File: src/hw/rtl/mser_pkg.sv
// shared constants, types and codes of the echo ranger
package mser_pkg;

    localparam int SENSORS     = 3;
    localparam int MAX_RESULTS = 3;

    localparam int IDX_W = (SENSORS > 1) ? $clog2(SENSORS) : 1;
    localparam int CNT_W = $clog2(SENSORS + 1);
    localparam int Q_W   = $clog2(MAX_RESULTS + 1);
    localparam int QP_W  = (MAX_RESULTS > 1) ? $clog2(MAX_RESULTS) : 1;

    localparam int TS_W   = 16;
    localparam int DIST_W = 13;
    localparam int RUN_W  = 4;
    localparam int SNS_W  = 3;

    localparam logic [DIST_W-1:0] SPIKE_RST   = 13'd150;
    localparam logic [RUN_W-1:0]  CONFIRM_RST = 4'd2;
    localparam logic [TS_W-1:0]   TIMEOUT_RST = 16'd50000;
    localparam logic [DIST_W-1:0] RANGE_MAX   = 13'd5649;

    // ticks*5/58 as ticks * (5 * ceil(2^24/58)) >> 24, exact over 16-bit ticks
    localparam int                SCALE_W     = 21;
    localparam logic [SCALE_W-1:0] SCALE_MUL  = 21'd1446315;
    localparam int                SCALE_SHIFT = 24;

    localparam logic KIND_DIST = 1'b0;
    localparam logic KIND_TRIG = 1'b1;

    typedef enum logic [1:0] {
        OP_RISE    = 2'd0,
        OP_FALL    = 2'd1,
        OP_TIMEOUT = 2'd2,
        OP_TICK    = 2'd3
    } t_op;

    typedef enum logic [1:0] {
        CFG_SPIKE   = 2'd0,
        CFG_CONFIRM = 2'd1,
        CFG_TIMEOUT = 2'd2,
        CFG_SPARE   = 2'd3
    } t_cfg_idx;

    typedef struct packed {
        logic [DIST_W-1:0] spike;
        logic [RUN_W-1:0]  confirm;
        logic [TS_W-1:0]   timeout;
    } t_cfg;

    typedef struct packed {
        logic              kind;
        logic [SNS_W-1:0]  sensor;
        logic [DIST_W-1:0] range;
        logic              valid;
    } t_result;

    typedef struct packed {
        logic    push;
        logic    drain;
        t_result res;
    } t_q_req;

    typedef struct packed {
        logic            borrow;
        logic [TS_W-1:0] diff;
    } t_alu_res;

endpackage

File: src/hw/rtl/multi_sensor_echo_ranger.sv
// top level: stream ports, config registers and result queue of the echo ranger
// rise, ignored edge, tick on a pending sensor: straight to the result drain, then ready again
// firing tick: trigger result queued at dispatch; falling edge: ticks, scale, filter, limit on a jump
// timeout check: every sensor walked, pending ones compared, overdue ones filtered, then results drain
// one word in flight; ready again once its last result is taken
// synchronous active-low reset clears all sensor state and loads register defaults
module multi_sensor_echo_ranger (
    input  logic        i_clk,
    input  logic        i_rst_n,
    input  logic        s_axis_tvalid,
    output logic        s_axis_tready,
    input  logic [23:0] s_axis_tdata,   // sensor[2:0], timestamp[18:3], zero pad
    input  logic [1:0]  s_axis_tuser,   // operation[1:0]
    output logic        m_axis_tvalid,
    input  logic        m_axis_tready,
    output logic [23:0] m_axis_tdata,   // which_sensor[2:0], range_mm[15:3], range_valid[16]
    output logic [0:0]  m_axis_tuser,   // kind[0]
    output logic        m_axis_tlast,
    input  logic        i_cfg_we,
    input  logic [1:0]  i_cfg_idx,
    input  logic [15:0] i_cfg_data
);
    import mser_pkg::*;

    t_cfg           r_cfg;
    t_q_req         w_q;
    logic           w_q_empty;
    t_result        r_q [MAX_RESULTS];
    logic [Q_W-1:0] r_cnt;
    logic [QP_W-1:0] r_rd;
    t_result        w_head;
    logic           w_last;
    logic           w_out_take;

    mser_core u_core (
        .i_clk      (i_clk),
        .i_rst_n    (i_rst_n),
        .i_in_valid (s_axis_tvalid),
        .o_in_ready (s_axis_tready),
        .i_op       (t_op'(s_axis_tuser)),
        .i_sensor   (s_axis_tdata[SNS_W-1:0]),
        .i_ts       (s_axis_tdata[SNS_W +: TS_W]),
        .i_cfg      (r_cfg),
        .i_q_empty  (w_q_empty),
        .o_q        (w_q)
    );

    always_ff @(posedge i_clk) begin
        if (!i_rst_n) begin
            r_cfg.spike   <= SPIKE_RST;
            r_cfg.confirm <= CONFIRM_RST;
            r_cfg.timeout <= TIMEOUT_RST;
        end else if (i_cfg_we) begin
            case (t_cfg_idx'(i_cfg_idx))
                CFG_SPIKE:   r_cfg.spike   <= i_cfg_data[DIST_W-1:0];
                CFG_CONFIRM: r_cfg.confirm <= i_cfg_data[RUN_W-1:0];
                CFG_TIMEOUT: r_cfg.timeout <= i_cfg_data[TS_W-1:0];
                default: begin
                    r_cfg <= r_cfg;
                end
            endcase
        end
    end

    // results of one word collect here and leave once the word is finished
    assign w_q_empty  = (r_cnt == '0);
    assign w_head     = r_q[r_rd];
    assign w_last     = ((Q_W'(r_rd) + Q_W'(1)) == r_cnt);
    assign w_out_take = m_axis_tvalid && m_axis_tready;

    always_ff @(posedge i_clk) begin
        if (w_q.push) begin
            r_q[r_cnt[QP_W-1:0]] <= w_q.res;
        end
    end

    always_ff @(posedge i_clk) begin
        if (!i_rst_n) begin
            r_cnt <= '0;
            r_rd  <= '0;
        end else if (w_q.push) begin
            r_cnt <= r_cnt + Q_W'(1);
        end else if (w_out_take) begin
            if (w_last) begin
                r_cnt <= '0;
                r_rd  <= '0;
            end else begin
                r_rd <= r_rd + QP_W'(1);
            end
        end
    end

    assign m_axis_tvalid = w_q.drain && !w_q_empty;
    assign m_axis_tlast  = w_last;
    assign m_axis_tuser  = w_head.kind;
    assign m_axis_tdata  = {7'b0, w_head.valid, w_head.range, w_head.sensor};

endmodule

File: src/hw/rtl/mser_alu.sv
// shared 16-bit subtract and compare unit
module mser_alu (
    input  logic [mser_pkg::TS_W-1:0] i_a,
    input  logic [mser_pkg::TS_W-1:0] i_b,
    output mser_pkg::t_alu_res        o_res
);
    import mser_pkg::*;

    logic [TS_W:0] w_sub;

    // borrow set means a < b, diff wraps modulo 2^16
    assign w_sub        = {1'b0, i_a} - {1'b0, i_b};
    assign o_res.borrow = w_sub[TS_W];
    assign o_res.diff   = w_sub[TS_W-1:0];

endmodule

File: src/hw/rtl/mser_scale.sv
// echo width to millimetres by reciprocal multiply, registered result
module mser_scale (
    input  logic                        i_clk,
    input  logic [mser_pkg::TS_W-1:0]   i_ticks,
    output logic [mser_pkg::DIST_W-1:0] o_mm
);
    import mser_pkg::*;

    logic [TS_W+SCALE_W-1:0] w_prod;
    logic [DIST_W-1:0]       r_mm;
    logic [DIST_W-1:0]       n_mm;

    assign w_prod = (TS_W+SCALE_W)'(i_ticks) * (TS_W+SCALE_W)'(SCALE_MUL);
    assign n_mm   = w_prod[SCALE_SHIFT +: DIST_W];
    assign o_mm   = r_mm;

    always_ff @(posedge i_clk) begin
        r_mm <= n_mm;
    end

endmodule

File: src/hw/rtl/mser_core.sv
// event sequencer, per-sensor state and spike filter
module mser_core (
    input  logic                       i_clk,
    input  logic                       i_rst_n,
    input  logic                       i_in_valid,
    output logic                       o_in_ready,
    input  mser_pkg::t_op              i_op,
    input  logic [mser_pkg::SNS_W-1:0] i_sensor,
    input  logic [mser_pkg::TS_W-1:0]  i_ts,
    input  mser_pkg::t_cfg             i_cfg,
    input  logic                       i_q_empty,
    output mser_pkg::t_q_req           o_q
);
    import mser_pkg::*;

    typedef enum logic [3:0] {
        ST_IDLE,
        ST_DISPATCH,
        ST_TICKS,
        ST_SCALE,
        ST_FILT,
        ST_LIMIT,
        ST_WALK,
        ST_OVERDUE,
        ST_DRAIN
    } t_state;

    t_state            r_state;
    t_op               r_op;
    logic [SNS_W-1:0]  r_sensor;
    logic [TS_W-1:0]   r_ts;
    logic [CNT_W-1:0]  r_idx;
    logic [Q_W-1:0]    r_nres;
    logic              r_loss;
    logic [TS_W-1:0]   r_ticks;
    logic [TS_W-1:0]   r_diff;
    logic [IDX_W-1:0]  r_nxt;

    logic [TS_W-1:0]   r_rise  [SENSORS];
    logic [TS_W-1:0]   r_trig  [SENSORS];
    logic              r_await [SENSORS];
    logic [DIST_W-1:0] r_held  [SENSORS];
    logic              r_held_v[SENSORS];
    logic [RUN_W-1:0]  r_run   [SENSORS];

    logic [IDX_W-1:0]  w_idx;
    logic [IDX_W-1:0]  w_sidx;
    logic              w_s_ok;
    logic [IDX_W-1:0]  w_fire;
    logic [CNT_W-1:0]  w_fire_inc;
    logic [IDX_W-1:0]  w_fire_next;
    logic [DIST_W-1:0] w_mm;
    logic [DIST_W-1:0] w_d_in;
    logic [RUN_W-1:0]  w_run_inc;
    logic              w_commit;
    logic [TS_W-1:0]   w_alu_a;
    logic [TS_W-1:0]   w_alu_b;
    t_alu_res          w_alu;
    logic              f_done;
    logic              f_to_limit;
    logic [DIST_W-1:0] f_new_d;
    logic              f_new_v;
    logic [RUN_W-1:0]  f_new_run;
    logic              w_tick_push;

    mser_alu u_alu (
        .i_a   (w_alu_a),
        .i_b   (w_alu_b),
        .o_res (w_alu)
    );

    mser_scale u_scale (
        .i_clk   (i_clk),
        .i_ticks (r_ticks),
        .o_mm    (w_mm)
    );

    assign w_idx  = r_idx[IDX_W-1:0];
    assign w_sidx = r_sensor[IDX_W-1:0];
    assign w_s_ok = ({1'b0, r_sensor} < (SNS_W+1)'(SENSORS));

    // round-robin pointer, guarded against an out-of-range value
    assign w_fire      = (CNT_W'(r_nxt) < CNT_W'(SENSORS)) ? r_nxt : '0;
    assign w_fire_inc  = CNT_W'(w_fire) + CNT_W'(1);
    assign w_fire_next = (w_fire_inc == CNT_W'(SENSORS)) ? '0 : w_fire_inc[IDX_W-1:0];
    assign w_tick_push = (r_state == ST_DISPATCH) && (r_op == OP_TICK) && !r_await[w_fire];

    assign w_d_in    = r_loss ? '0 : w_mm;
    assign w_run_inc = r_run[w_idx] + RUN_W'(1);
    assign w_commit  = (w_run_inc >= i_cfg.confirm);

    assign o_in_ready = (r_state == ST_IDLE);

    // operand selection for the shared unit
    always_comb begin
        w_alu_a = '0;
        w_alu_b = '0;
        case (r_state)
            ST_TICKS: begin
                w_alu_a = r_ts;
                w_alu_b = r_rise[w_idx];
            end
            ST_FILT: begin
                w_alu_a = TS_W'(w_mm);
                w_alu_b = TS_W'(r_held[w_idx]);
            end
            ST_LIMIT: begin
                w_alu_a = TS_W'(i_cfg.spike);
                w_alu_b = r_diff;
            end
            ST_WALK: begin
                w_alu_a = r_ts;
                w_alu_b = r_trig[w_idx];
            end
            ST_OVERDUE: begin
                w_alu_a = i_cfg.timeout;
                w_alu_b = r_diff;
            end
            default: begin
                w_alu_a = '0;
                w_alu_b = '0;
            end
        endcase
    end

    // spike filter decision
    always_comb begin
        f_done     = 1'b0;
        f_to_limit = 1'b0;
        f_new_d    = r_held[w_idx];
        f_new_v    = r_held_v[w_idx];
        f_new_run  = r_run[w_idx];
        case (r_state)
            ST_FILT: begin
                if (!r_held_v[w_idx]) begin
                    f_done    = 1'b1;
                    f_new_d   = w_d_in;
                    f_new_v   = !r_loss;
                    f_new_run = '0;
                end else if (r_loss) begin
                    f_done = 1'b1;
                    if (w_commit) begin
                        f_new_d   = '0;
                        f_new_v   = 1'b0;
                        f_new_run = '0;
                    end else begin
                        f_new_run = w_run_inc;
                    end
                end else if (w_alu.borrow || (w_alu.diff == '0)) begin
                    f_done    = 1'b1;
                    f_new_d   = w_mm;
                    f_new_v   = 1'b1;
                    f_new_run = '0;
                end else begin
                    f_to_limit = 1'b1;
                end
            end
            ST_LIMIT: begin
                f_done = 1'b1;
                // no borrow: the jump is within the spike limit
                if (!w_alu.borrow || w_commit) begin
                    f_new_d   = w_mm;
                    f_new_v   = 1'b1;
                    f_new_run = '0;
                end else begin
                    f_new_run = w_run_inc;
                end
            end
            default: begin
                f_done = 1'b0;
            end
        endcase
    end

    always_comb begin
        o_q.push  = f_done || w_tick_push;
        o_q.drain = (r_state == ST_DRAIN);
        if (f_done) begin
            o_q.res = '{kind: KIND_DIST, sensor: SNS_W'(w_idx), range: f_new_d, valid: f_new_v};
        end else begin
            o_q.res = '{kind: KIND_TRIG, sensor: SNS_W'(w_fire), range: r_held[w_fire],
                        valid: r_held_v[w_fire]};
        end
    end

    always_ff @(posedge i_clk) begin
        if (!i_rst_n) begin
            r_state <= ST_IDLE;
            r_nxt   <= '0;
            r_nres  <= '0;
            r_idx   <= '0;
            r_loss  <= 1'b0;
            for (int i = 0; i < SENSORS; i++) begin
                r_rise[i]   <= '0;
                r_trig[i]   <= '0;
                r_await[i]  <= 1'b0;
                r_held[i]   <= '0;
                r_held_v[i] <= 1'b0;
                r_run[i]    <= '0;
            end
        end else begin
            case (r_state)
                ST_IDLE: begin
                    if (i_in_valid) begin
                        r_op     <= i_op;
                        r_sensor <= i_sensor;
                        r_ts     <= i_ts;
                        r_nres   <= '0;
                        r_state  <= ST_DISPATCH;
                    end
                end
                ST_DISPATCH: begin
                    case (r_op)
                        OP_RISE: begin
                            if (w_s_ok) begin
                                r_rise[w_sidx] <= r_ts;
                            end
                            r_state <= ST_DRAIN;
                        end
                        OP_FALL: begin
                            if (w_s_ok && r_await[w_sidx]) begin
                                r_idx   <= CNT_W'(w_sidx);
                                r_loss  <= 1'b0;
                                r_state <= ST_TICKS;
                            end else begin
                                r_state <= ST_DRAIN;
                            end
                        end
                        OP_TIMEOUT: begin
                            r_idx   <= '0;
                            r_loss  <= 1'b1;
                            r_state <= ST_WALK;
                        end
                        OP_TICK: begin
                            r_nxt <= w_fire_next;
                            if (!r_await[w_fire]) begin
                                r_await[w_fire] <= 1'b1;
                                r_trig[w_fire]  <= r_ts;
                            end
                            r_state <= ST_DRAIN;
                        end
                        default: begin
                            r_state <= ST_DRAIN;
                        end
                    endcase
                end
                ST_TICKS: begin
                    r_ticks <= w_alu.diff;
                    r_state <= ST_SCALE;
                end
                ST_SCALE: begin
                    r_state <= ST_FILT;
                end
                ST_FILT, ST_LIMIT: begin
                    if (f_done) begin
                        r_held[w_idx]   <= f_new_d;
                        r_held_v[w_idx] <= f_new_v;
                        r_run[w_idx]    <= f_new_run;
                        r_await[w_idx]  <= 1'b0;
                        if (r_op == OP_FALL) begin
                            r_state <= ST_DRAIN;
                        end else begin
                            r_idx   <= r_idx + CNT_W'(1);
                            r_nres  <= r_nres + Q_W'(1);
                            r_state <= ST_WALK;
                        end
                    end else if (f_to_limit) begin
                        r_diff  <= w_alu.diff;
                        r_state <= ST_LIMIT;
                    end
                end
                ST_WALK: begin
                    if ((r_idx == CNT_W'(SENSORS)) || (r_nres == Q_W'(MAX_RESULTS))) begin
                        r_state <= ST_DRAIN;
                    end else if (r_await[w_idx]) begin
                        r_diff  <= w_alu.diff;
                        r_state <= ST_OVERDUE;
                    end else begin
                        r_idx <= r_idx + CNT_W'(1);
                    end
                end
                ST_OVERDUE: begin
                    // borrow: elapsed time is beyond the timeout
                    if (w_alu.borrow) begin
                        r_state <= ST_FILT;
                    end else begin
                        r_idx   <= r_idx + CNT_W'(1);
                        r_state <= ST_WALK;
                    end
                end
                ST_DRAIN: begin
                    if (i_q_empty) begin
                        r_state <= ST_IDLE;
                    end
                end
                default: begin
                    r_state <= ST_IDLE;
                end
            endcase
        end
    end

endmodule

File: config.mk
export PLATFORM = sky130hd
export DESIGN_NAME = multi_sensor_echo_ranger
export DESIGN_NICKNAME = d
export VERILOG_FILES = /design/src/hw/rtl/mser_pkg.sv /design/src/hw/rtl/multi_sensor_echo_ranger.sv /design/src/hw/rtl/mser_alu.sv /design/src/hw/rtl/mser_scale.sv /design/src/hw/rtl/mser_core.sv
export SDC_FILE = /design/constraint.sdc
export NUM_CORES = 1
export LEC_CHECK = 0
export BUFFER_PORTS_ARGS = -buffer_cell sky130_fd_sc_hd__buf_2
export CAP_MARGIN = 40
export CORE_ASPECT_RATIO = 1.25
export CORE_UTILIZATION = 30
export DETAILED_ROUTE_END_ITERATION = 10
export SETUP_SLACK_MARGIN = 0.2
export SYNTH_ARGS = -nofsm -noshare
export SYNTH_HDL_FRONTEND = slang
export SYNTH_SLANG_ARGS = --single-unit
File: constraint.sdc
create_clock -name i_clk -period 7.85 [get_ports i_clk]
set_clock_uncertainty 0.1 [all_clocks]
set_input_delay 0.3925 -clock i_clk [delete_from_list [all_inputs] [get_ports i_clk]]
set_output_delay 0.3925 -clock i_clk [all_outputs]
set_load 0.02 [all_outputs]
### Word-level counts from Yosys, hierarchy flattened

Memories as Yosys holds them, arrays and structs flattened. A register that Yosys moved wholly into a read port is not among the register bits.
Index checks and enable logic that the tools add are counted.

* bits in registers: 114
* RAM bits: 207
* bits of input ports: 49
* output and inout port bits: 28
* logic and storage cells: 233
* memories: 7

Memory list
* r_q: depth 3, bits a word 18, read ports 1, clocked after memory_dff 1, wr ports 1, RTL line multi_sensor_echo_ranger.sv:28 `t_result r_q [MAX_RESULTS];`
* u_core.r_rise: depth 3, bits a word 16, read ports 1, clocked after memory_dff 1, wr ports 3, RTL line mser_core.sv:39 `logic [TS_W-1:0] r_rise [SENSORS];`
* u_core.r_trig: depth 3, bits a word 16, read ports 1, clocked after memory_dff 1, wr ports 3, RTL line mser_core.sv:40 `logic [TS_W-1:0] r_trig [SENSORS];`
* u_core.r_held: depth 3, bits a word 13, read ports 2, clocked after memory_dff 1, wr ports 3, RTL line mser_core.sv:42 `logic [DIST_W-1:0] r_held [SENSORS];`
* u_core.r_run: depth 3, bits a word 4, read ports 1, clocked after memory_dff 1, wr ports 3, RTL line mser_core.sv:44 `logic [RUN_W-1:0] r_run [SENSORS];`
* u_core.r_await: depth 3, bits a word 1, read ports 3, clocked after memory_dff 2, wr ports 3, RTL line mser_core.sv:41 `logic r_await [SENSORS];`
* 1 more memories

* add/sub/neg operators: 7
* $mul: 1
* $lt $le $gt $ge: 3
* eq/ne operators: 32
* multiplexer cells: 118
* bitwise gates (word level): 1
* reduce and logical (&&, ||, !) cells: 48

Operators by type and width (count)
* 16-bit case mux with 4 select lines: 2
* 16-bit 2-to-1 mux: 6
* 13-bit 2-to-1 mux: 7
* 2-bit 2-to-1 mux: 38
* 4-bit 2-to-1 mux: 14
* 1-bit 2-to-1 mux: 39
* 16-bit by 21-bit multiplier with 37-bit output, second input constant: 1
* 16-bit case mux with 2 select lines: 1
* 4-bit case mux with 8 select lines: 1
* 16-bit OR reduction: 2
* 13-bit case mux with 2 select lines: 1
* 18-bit 2-to-1 mux: 1
* 16-bit by 16-bit subtractor with 17-bit output: 1
* 4-bit by 3-bit == test with 1-bit output, second input constant: 4
* 16-bit zero test: 1
* 2-bit AND reduction: 7
* 13-bit OR reduction: 1
* 2-bit == test, second input constant: 6
* 2-bit != test, second input constant: 6
* 4-bit case mux with 3 select lines: 1
* 2-bit by 1-bit adder with 2-bit output, second input constant: 5
* 2-bit by 1-bit != test with 1-bit output, second input constant: 5
* 2-bit nonzero test: 5
* 4-bit by 2-bit == test with 1-bit output, second input constant: 2
* other kinds (28): 53

### Depth between registers and ports, before layout

* word-level depth: 16
* depth in mapped cells: 23
* gate-level depth less buffers: 23

### Hierarchy

Synthesis repeated with hierarchy kept, for this count alone.

* cell total of the unflattened synthesis: 1896
* area total of the unflattened synthesis: 22751.8 um2

Modules (own cells, without submodules)
* mser_core: times used 1, cells an instance 914, area each 12798.5 um2, sequential area each 7957.6 um2
* mser_scale: times used 1, cells an instance 560, area each 5549.1 um2, sequential area each 260.2 um2
* multi_sensor_echo_ranger: times used 1, cells an instance 303, area each 3578.4 um2, sequential area each 2402.3 um2
* mser_alu: times used 1, cells an instance 119, area each 825.8 um2, sequential area each 0.0 um2

### Worst setup path before layout

OpenSTA, ideal clock, no wires.

* path kind: register to register
* start point: register with a tool-made name
* end point: memory r_q[1][0] in the netlist's numbering (enable)
* setup time: 0.393 ns
* arrival time: 6.004 ns
* data required time: 7.357 ns
* setup slack: 1.354 ns
* stages on the path, launching flop included: 20
* buffers on the path: 3
* clock period less this slack: 6.496 ns
* path through: dfxtp_1 -> clkbuf_1 -> buf_1 -> clkbuf_1 -> mux4_2 -> a221o_1 -> ha_1 -> fa_1 -> nand2b_1 -> a211o_1 -> a21oi_4 -> o21ai_1 -> nor4b_1 -> or4_4 -> o21ai_4 -> nor2_2 -> nor2_4 -> inv_2 -> o21a_1 -> nor2b_1

RTL lines (RTL line)
* end: declaration: multi_sensor_echo_ranger.sv:28

==> results.yml <==
critical_path:
  slowest_delay_ns: 0.72
  setup.worst_path.end_class: "register"
  slowest_stage: "dfxtp_4"
  rr_endpoint: "u_core.r_held[1][2]$_SDFFCE_PN0P_"
  regToRegSetupSlack_ns: 1.29
  cp_common_cell: "buf_4"
  cp.required_ns: 7.99
  start_kind: "register"
  crit_arrival_ns: 6.71
  r2r_cells: 19
  cp_max_fo: 25
  crit_path_cell_trace: "buf_4 -> buf_4 -> mux4_2 -> a22o_1 -> a221oi_1 -> ha_1 -> a211oi_1 -> o21ai_0 -> nor4_1 -> nor4b_1 -> buf_4 -> or4_4 -> o21ai_4 -> nor2_2 -> nor2_4 -> inv_2 -> or2_2 -> nand2_1 -> buf_4"
  crit_type: "register to register"
cts:
  post_cts_buffers: 0
  clockBufferDepth: 3
  cts.sinks: 375
  numCtsBuffers: 37
  clk_pin_slew_worst_paths_ns: 0.06
  htree_levels: 2
  clk_latency_ns: 0.57
  hold_buffers: 28
  cts_resized: 0
  cts_tree: "built"
  clockRootBuffer: "clkbuf_16"
yosys:
  synth_seq_area_share_pct: 47.1
  ys_async_sr_fraction_pct: 0
  synth_cells: 1846
  synth_top_area_share_pct: 40.6
  yosysMostFrequentCell: "edfxtp_1"
  synth_top_cell_by_area: "edfxtp_1"
  yosys_register_bits: 375
  ys_types: 70
  synth_edf_count: 302
  ys_top_cells_by_area: "edfxtp_1 41%, ha_1 11%, fa_1 8.0%, mux4_2 6.7%, dfxtp_1 6.5%"
  syn_area_sq_um: 22400
  ys.flop_type: "edfxtp_1"
  syn_area_per_cell_sq_um: 12.1
  synth_common_cells: "302 x edfxtp_1, 195 x inv_1, 192 x ha_1"
  yosys_warnings: 0
timing:
  min_period_over_period_pct: 83.6
  finalHoldViolations: 0
  setup_violations: 0
  fmax_mhz: 152
  whs_ns: 0.00643
  grt_setup_unrepaired: "no"
  tightestPinTransition_ns: 0.818
  slew_viol_final: 0
  slew_headroom_pct: 45.4
  tns_ns: 0
  finalCriticalPeriod_ns: 6.56
global_routing:
  grt_max_degree: 44
  grt.met3_usage_pct: 1.75
  grt_first_pass_wirelength_um: 87400
  grt_remaining_overflow: 0
  track_usage_pct: 15.0
  grt_antenna_before_repair: 0
  grt_util_met1_pct: 17.2
  grt_util_met2_pct: 27.0
  grt.busiest_layer: "met2"
  grt_pass1_vias: 15552
place:
  dp_hpwl_um: 42200
  port_buffers: 63
  dpl.cell_count: 2844
  gp_congestion: 0.930
layout:
  layout-drive-gt1-share_pct: 13.5
  final_nets: 2282
  diodes: 0
  area_growth_pct: 14.1
  layout.cells.non_filler: 2941
  final_util_pct: 34.7
floorplanning:
  ioPinCount: 77
  rows: 111
  die_area_sq_um: 75600
  coreArea_sq_um: 73500
  die_w_um: 246
  initial_core_util_pct: 30.4
  die_h_um: 307
power_and_ir_drop:
  peakVddDrop_mv: 0.197
  powerDensity_nw_per_um2: 200
  p_leak_nw: 10.4
job:
  cap_violations: 0
hold_path:
  worstHoldPathCells: 3
  hold_end: "r_cfg[15]$_SDFFE_PN1P_"
  worstHoldPathType: "primary input to register"
  worstHoldStart: "i_cfg_data[15]"
routing:
  drc: 0
  drtAntennaViolNets: 0
  via_per_inst: 5.01
  wl_um: 56300
  via_count: 14729
  drt_pre_antenna_iters: 5
  routedWlPerCell_um: 19.1
  drtIter0Drc: 1118
status:
  status: "finished, final reports clean"
==> how the worst max path moves through the flow <==
stage,start,end,depth (start not counted)
after global placement,register,u_core.r_held[1][8]$_SDFFCE_PN0P_,20
after CTS,register,u_core.r_held[1][2]$_SDFFCE_PN0P_,20
after floorplan,register,r_q[1][0]$_DFFE_PP_,19
after global routing,register,u_core.r_held[1][2]$_SDFFCE_PN0P_,19
after detailed placement,register,u_core.r_held[1][11]$_SDFFCE_PN0P_,20
final,register,u_core.r_held[1][2]$_SDFFCE_PN0P_,19
==> placed cells by master (no fill, tap or decap), drive strengths merged, types with 21 or more instances in the layout <==
cell type    count
a21oi           73
nand3           26
and2            55
fa              89
conb            24
edfxtp         302
dlygate4sd3     28
clkbuf          44
mux2i           37
mux4            67
buf            111
ha             192
a22oi           28
nand2          138
nor2            97
and3            55
dfxtp           73
o21ai           74
inv            197
a22o            21
==> routing by layer <==
layer,vias to the layer above,wire length (um)
li1,6859,-
met5,-,0
met3,129,2370
met1,7334,22000
met4,0,3150
met2,407,28800
==> flip-flops by register name, summed over array words and instances, names as in the netlist, named ones only <==
signal,count
u_core.r_sensor,3
u_core.r_nxt,2
u_core.r_state,4
u_core.r_idx,2
u_core.r_held_v,4
r_rd,2
u_core.r_diff,16
r_cnt,2
u_core.r_rise,64
u_core.r_trig,64
u_core.r_loss,1
u_core.r_ts,16
r_cfg,33
r_q,51
u_core.r_op,2
u_core.u_scale.o_mm,13
u_core.r_await,4
u_core.r_run,16
u_core.r_held,52
u_core.r_nres,2
u_core.r_ticks,16
==> layout make-up <==
type	instances	area (sq um)
fill	7159	48000
multi-input combinational	1203	10800
sequential	375	10500
tap	960	1200
timing repair buffer	139	990
clock buffer	44	982
inverter	196	736
clock inverter	24	288
==> kinds of logic (layout without fill, tap and decap cells) <==
kind of cell               after synthesis  after routing  synth area share (%)
other                                    1             24                0.0168
and+or+nand+nor                        467            467                  10.4
AOI/OAI and AO/OA                      294            294                  8.83
adders and majority gates              281            281                  18.7
muxes                                  109            109                  8.66
DFF                                    375            375                  47.1
buffers and inverters                  291            403                  5.17
xor gates and xnor gates                28             28                  1.10
==> worst max-delay path, delay by kind of cell, from the launching register on <==
kind	cells	cell delay [ns]
AND/OR/NAND/NOR	7	1.81
AO/OA/AOI/OAI	5	1.39
buffers and inverters	5	1.29
flip-flops	1	0.72
multiplexers	1	0.54
adder cells (fa/ha/maj)	1	0.37
==> metrics by stage <==
| step | instance area (sq um) | worst slack, ns | power (mW) |
|---|---|---|---|
| 2_1_floorplan | 22400 | 1.35 | 2.96 |
| 3_3_place_gp | 23900 | 1.30 | 3.25 |
| 3_5_place_dp | 24000 | 1.19 | 3.28 |
| 4_1_cts | 25500 | 1.18 | 5.14 |
| 5_1_grt | 25500 | 0.750 | 5.30 |
| 6_report | 25500 | 1.29 | 5.09 |
==> where the power goes <==
part	internal, mW	switching (mW)
combinational	0.371	0.518
clock	1.05	0.802
sequential	2.25	0.110
total	3.66	1.43
No activity file was read; power rests on OpenSTA's default activity.
